## src/sv/sprite_vm_instruction_core_assert.svh

```systemverilog
// Assertion helpers for the VM core.
`ifndef SPRITE_VM_INSTRUCTION_CORE_ASSERT_SVH
`define SPRITE_VM_INSTRUCTION_CORE_ASSERT_SVH

// Same-cycle implication.
`define SVIC_ASSERT_IMP(label, ante, cons, msg) \
  label: assert property (@(posedge clk) disable iff (rst) (ante) |-> (cons)) else $error(msg);

// Next-cycle implication.
`define SVIC_ASSERT_NXT(label, ante, cons, msg) \
  label: assert property (@(posedge clk) disable iff (rst) (ante) |=> (cons)) else $error(msg);

`endif

```

## src/sv/svic_pkg.sv

```systemverilog
`default_nettype none
package svic_pkg;

  localparam int MEM_BYTES     = 4096;
  localparam int SCREEN_WIDTH  = 64;
  localparam int SCREEN_HEIGHT = 32;

  localparam logic [11:0] START_PC   = 12'h200;
  localparam logic [11:0] FONT_BASE  = 12'h050;
  localparam logic [11:0] FONT_END   = 12'h0A0;
  localparam logic [11:0] ADDR_MAX   = 12'hFFF;
  localparam logic [4:0]  STACK_FULL = 5'd16;

  // operation codes
  localparam logic [1:0] OP_EXEC  = 2'd0;
  localparam logic [1:0] OP_TICK  = 2'd1;
  localparam logic [1:0] OP_WRITE = 2'd2;
  localparam logic [1:0] OP_ROW   = 2'd3;

  // full opcodes and FxNN / ExNN selectors
  localparam logic [15:0] OPC_CLS = 16'h00E0;
  localparam logic [15:0] OPC_RET = 16'h00EE;
  localparam logic [7:0]  FN_KEY_DOWN = 8'h9E;
  localparam logic [7:0]  FN_KEY_UP   = 8'hA1;
  localparam logic [7:0]  FN_GET_DT   = 8'h07;
  localparam logic [7:0]  FN_SET_DT   = 8'h15;
  localparam logic [7:0]  FN_SET_ST   = 8'h18;
  localparam logic [7:0]  FN_ADD_I    = 8'h1E;
  localparam logic [7:0]  FN_FONT     = 8'h29;
  localparam logic [7:0]  FN_BCD      = 8'h33;
  localparam logic [7:0]  FN_SAVE     = 8'h55;
  localparam logic [7:0]  FN_LOAD     = 8'h65;

  localparam logic [7:0] FONT_ROM [0:79] = '{
    8'hF0, 8'h90, 8'h90, 8'h90, 8'hF0, 8'h20, 8'h60, 8'h20, 8'h20, 8'h70,
    8'hF0, 8'h10, 8'hF0, 8'h80, 8'hF0, 8'hF0, 8'h10, 8'hF0, 8'h10, 8'hF0,
    8'h90, 8'h90, 8'hF0, 8'h10, 8'h10, 8'hF0, 8'h80, 8'hF0, 8'h10, 8'hF0,
    8'hF0, 8'h80, 8'hF0, 8'h90, 8'hF0, 8'hF0, 8'h10, 8'h20, 8'h40, 8'h40,
    8'hF0, 8'h90, 8'hF0, 8'h90, 8'hF0, 8'hF0, 8'h90, 8'hF0, 8'h10, 8'hF0,
    8'hF0, 8'h90, 8'hF0, 8'h90, 8'h90, 8'hE0, 8'h90, 8'hE0, 8'h90, 8'hE0,
    8'hF0, 8'h80, 8'h80, 8'h80, 8'hF0, 8'hE0, 8'h90, 8'h90, 8'h90, 8'hE0,
    8'hF0, 8'h80, 8'hF0, 8'h80, 8'hF0, 8'hF0, 8'h80, 8'hF0, 8'h80, 8'h80
  };

  typedef struct packed {
    logic [1:0]  operation;
    logic [11:0] address;
    logic [7:0]  write_data;
    logic [15:0] keys;
    logic [7:0]  random_byte;
  } cmd_t;

  typedef struct packed {
    logic [11:0] program_counter;
    logic [15:0] last_opcode;
    logic [63:0] display_row;
    logic        sound_active;
    logic        display_changed;
    logic        fault;
  } rsp_t;

  // register file access for one cycle
  typedef struct packed {
    logic       we;
    logic [3:0] waddr;
    logic [7:0] wdata;
    logic [3:0] ra;
    logic [3:0] rb;
  } reg_req_t;

endpackage
`default_nettype wire

```

## src/sv/svic_regs.sv

```systemverilog
`default_nettype none
module svic_regs
  import svic_pkg::*;
(
  input  wire logic       clk,
  input  wire logic       rst,
  input  wire reg_req_t   req,
  output logic [7:0]      rdata_a,
  output logic [7:0]      rdata_b
);

  logic [7:0]  rf [16];
  logic [15:0] valid;
  logic [7:0]  qa, qb;
  logic        va, vb;

  always_ff @(posedge clk) begin
    if (req.we) begin
      rf[req.waddr] <= req.wdata;
    end
    qa <= rf[req.ra];
    qb <= rf[req.rb];
  end

  // unwritten registers read as zero
  always_ff @(posedge clk) begin
    if (rst) begin
      valid <= '0;
      va    <= 1'b0;
      vb    <= 1'b0;
    end else begin
      if (req.we) begin
        valid[req.waddr] <= 1'b1;
      end
      va <= valid[req.ra];
      vb <= valid[req.rb];
    end
  end

  assign rdata_a = va ? qa : 8'd0;
  assign rdata_b = vb ? qb : 8'd0;

endmodule
`default_nettype wire

```

## config.mk

```make
export PLATFORM = sky130hd
export DESIGN_NAME = svic_regs
export DESIGN_NICKNAME = d
export VERILOG_FILES = /design/src/sv/sprite_vm_instruction_core_assert.svh /design/src/sv/svic_pkg.sv /design/src/sv/svic_regs.sv
export SDC_FILE = /design/constraint.sdc
export NUM_CORES = 1
export LEC_CHECK = 0
export ABC_AREA = 1
export BUFFER_PORTS_ARGS = -buffer_cell sky130_fd_sc_hd__buf_2
export CAP_MARGIN = 25
export CORE_MARGIN = 2
export CORE_UTILIZATION = 50
export DETAILED_ROUTE_END_ITERATION = 8
export PLACE_DENSITY = 0.71
export SKIP_LAST_GASP = 1
export SLEW_MARGIN = 30
export SYNTH_ARGS = -nofsm -noshare
export SYNTH_HDL_FRONTEND = slang
export SYNTH_SLANG_ARGS = --single-unit
```

## constraint.sdc

```tcl
create_clock -name clk -period 1.3 [get_ports clk]
set_input_delay 0 -clock clk [delete_from_list [all_inputs] [get_ports clk]]
set_output_delay 0 -clock clk [all_outputs]
set_load 0.005 [all_outputs]
```

==> run summary <==
endpoint arrival time on the critical path = 1620 ps
via count of the first global-routing pass = 5870
worst endpoint required time = 1670 ps
fraction of final layout cells sized beyond drive strength 1 = 0.146
sort of element at the end of the critical path = register
largest net degree at the start of global routing = 76
Post-Syn Area = 7880 sq um
GRT met2 Usage = 0.396
distinct cell type count after synthesis = 18
CP Class = in2reg
achievable frequency = 804 MHz
die span in x = 130 um
highest fanout seen on the critical path = 3
number of pins with negative max-slew slack in the final report = 0
Fin. Hold Viols = 0
Sw Pwr = 2.89 mW
final setup vio count = 0
count of vias placed by the detailed router = 6322
result of the run = finished clean
First DRT Iteration DRCs = 734
flops & latches, synth = 162
clock latency of the later-clocked register in the worst-skew pair = 440 ps
most common library cell in the layout ignoring fill and taps = sky130_fd_sc_hd__nand2_1
number of buffers inserted to repair setup after CTS = 0
setup TNS after final layout = 0 ps
family with the most delay on the worst path = buffers and inverters
part of the power in the clock network = 0.400
total congestion overflow = 0
type of element launching the critical path = input port
sequential share of the synthesized area = 0.574
met3 track demand over resource = 0.0442
CP peak stage delay = 590 ps
Reg2Reg Setup Slack = 160 ps
most frequent CP cell = sky130_fd_sc_hd__dlygate4sd3_1
shortest period the worst path allows = 1240 ps
Routed Antenna Nets = 0
design area = 9030 sq um
clock tree root buffer cell = sky130_fd_sc_hd__clkbuf_16
Syn. warnings = 0
top post-synthesis cells by area = sky130_fd_sc_hd__edfxtp_1, sky130_fd_sc_hd__dfxtp_1, sky130_fd_sc_hd__nand3_1, sky130_fd_sc_hd__nand2_1, sky130_fd_sc_hd__inv_1
synthesized netlist net count = 858
relative slew slack = 0.732
Chip Height = 130 um
detailed-route wire length = 20600 um
unrepaired setup endpoints after global routing = true
setup slack at placement = 87.3 ps
total power = 11.7 mW
Area after DPL = 8380 sq um
filler instances = 1331
CTS max path bufs = 2
Boundary Pins = 39
CTS H-Tree Depth = 4
Reg power frac = 0.498
GRT Util Overall = 0.256
leak pwr = 3.68 nW
Die Area = 16800 sq um
layer carrying the most global-route usage = met2
Tightest Pin Transition = 401 ps
Clock Skew = 7.44 ps
number of diodes added for antenna fixing = 0
Comb power frac = 0.102
post-synth top area share = 0.488
post-synthesis area per instance = 9.44 sq um
kind of path behind the tightest hold check = in2reg
clock tree from TritonCTS = yes
number of nets in the final layout = 904
buffering stage count on the worst path with inverters included = 3
placed wire-length estimate after detailed placement = 14100 um
number of CTS-inserted buffers = 17
GR Util met1 = 0.347
starting density of the core = 0.515
Clock transition at path regs = 60 ps
DRC errors left = 0
post-layout utilization of the core = 0.590
Routed WL per cell = 18.7 um
setup ws final = 56.5 ps
clock tree sinks = 162
number of port buffers = 38
PwrDens = 1290 nW/um^2
Synth area leader = sky130_fd_sc_hd__edfxtp_1
Worst path slowest cell = sky130_fd_sc_hd__dlygate4sd3_1
floorplan row count = 45
Peak supply drop = 0.000946 V
Routability Congestion = 0.909
first-pass GRT wire length = 32000 um
Post-Synthesis Cells = 835
top library cells by usage in the layout, fill and taps aside = sky130_fd_sc_hd__nand2_1, sky130_fd_sc_hd__edfxtp_1, sky130_fd_sc_hd__nand3_1
final worst path period share = 0.957
Switching Fraction = 0.248
Area Overhead vs Synth = 14.6%
core box area = 15300 sq um
internal power of the cells = 8.78 mW
Avg Vias per Cell = 5.73
initial antenna violation count = 0
Critical Path, Cell by Cell = dlygate4sd3_1 -> buf_2 -> nor2_2 -> nand2_1 -> dlygate4sd3_1 -> a21oi_2
detailed-router iteration count before antenna repair = 5
number of maximum-capacitance constraint violations = 0
## cells in the mapped netlist (all sizes together)
cell type	number
nand2	132
edfxtp	128
nand3	126
inv	113
a21oi	70
o211ai	64
o21ai	64
buf	47
nor2	40
dfxtp	34
clkbuf	11
clkinv	4
nor3	2
## power groups by stage
stage               registers, mW  clock network, mW  logic [mW]
CTS                          5.81               4.72        1.17
detailed placement           5.92                  0        1.14
finish                       5.81               4.67        1.19
global placement             5.92                  0        1.13
floorplan                    5.89                  0       0.754
global route                 5.82               4.90        1.30
## worst paths after layout
check	start	endpoint	cells after the start
min reg2reg	valid[13]	valid[13]	2
min	req[15]	rf[7][7]	1
max reg2reg	rf[12][2]	qa[2]	4
max	req[17]	valid[8]	6
## flip-flops by register name (all words and copies together) (netlist names)
register	count
qa	8
qb	8
rf	128
va	1
valid	16
vb	1
## metal layers
metal  part of all wire  up-vias
met2               0.46      319
met3              0.082       55
li1                   -     2967
met4              0.036        0
met1               0.42     2981
met5                  0        -
## timing repair
item                       CTS  global route
hold buffers                10             0
gates resized for setup      0             3
setup endpoints to repair    0             2
hold endpoints to repair   117             0
## final cells by class
class	instances	area, sq um	share of cell area
Tap cell	211	264	0.0292
Timing Repair Buffer	85	698	0.0773
Clock inverter	12	110	0.0122
Inverter	117	439	0.0486
Multi-Input combinational cell	498	2570	0.284
Sequential cell	162	4520	0.501
Clock buffer	19	433	0.0479
## through the flow
step / std cells / hold WS (ps)
final: 1104 / 13.9
after CTS: 1104 / 0.348
after floorplan: 835 / 98.9
after global placement: 1063 / 366
after global routing: 1104 / 28.3
after detailed placement: 1063 / 384
## logic make-up (layout without fill, tap and decap cells)
kind of cell,count (synthesis),after routing,synth area share
compound gates,198,198,0.161
buf+inv,175,233,0.102
flops,162,162,0.574
simple gates,300,300,0.163
Note: power is estimated with default switching activity, not from simulation.
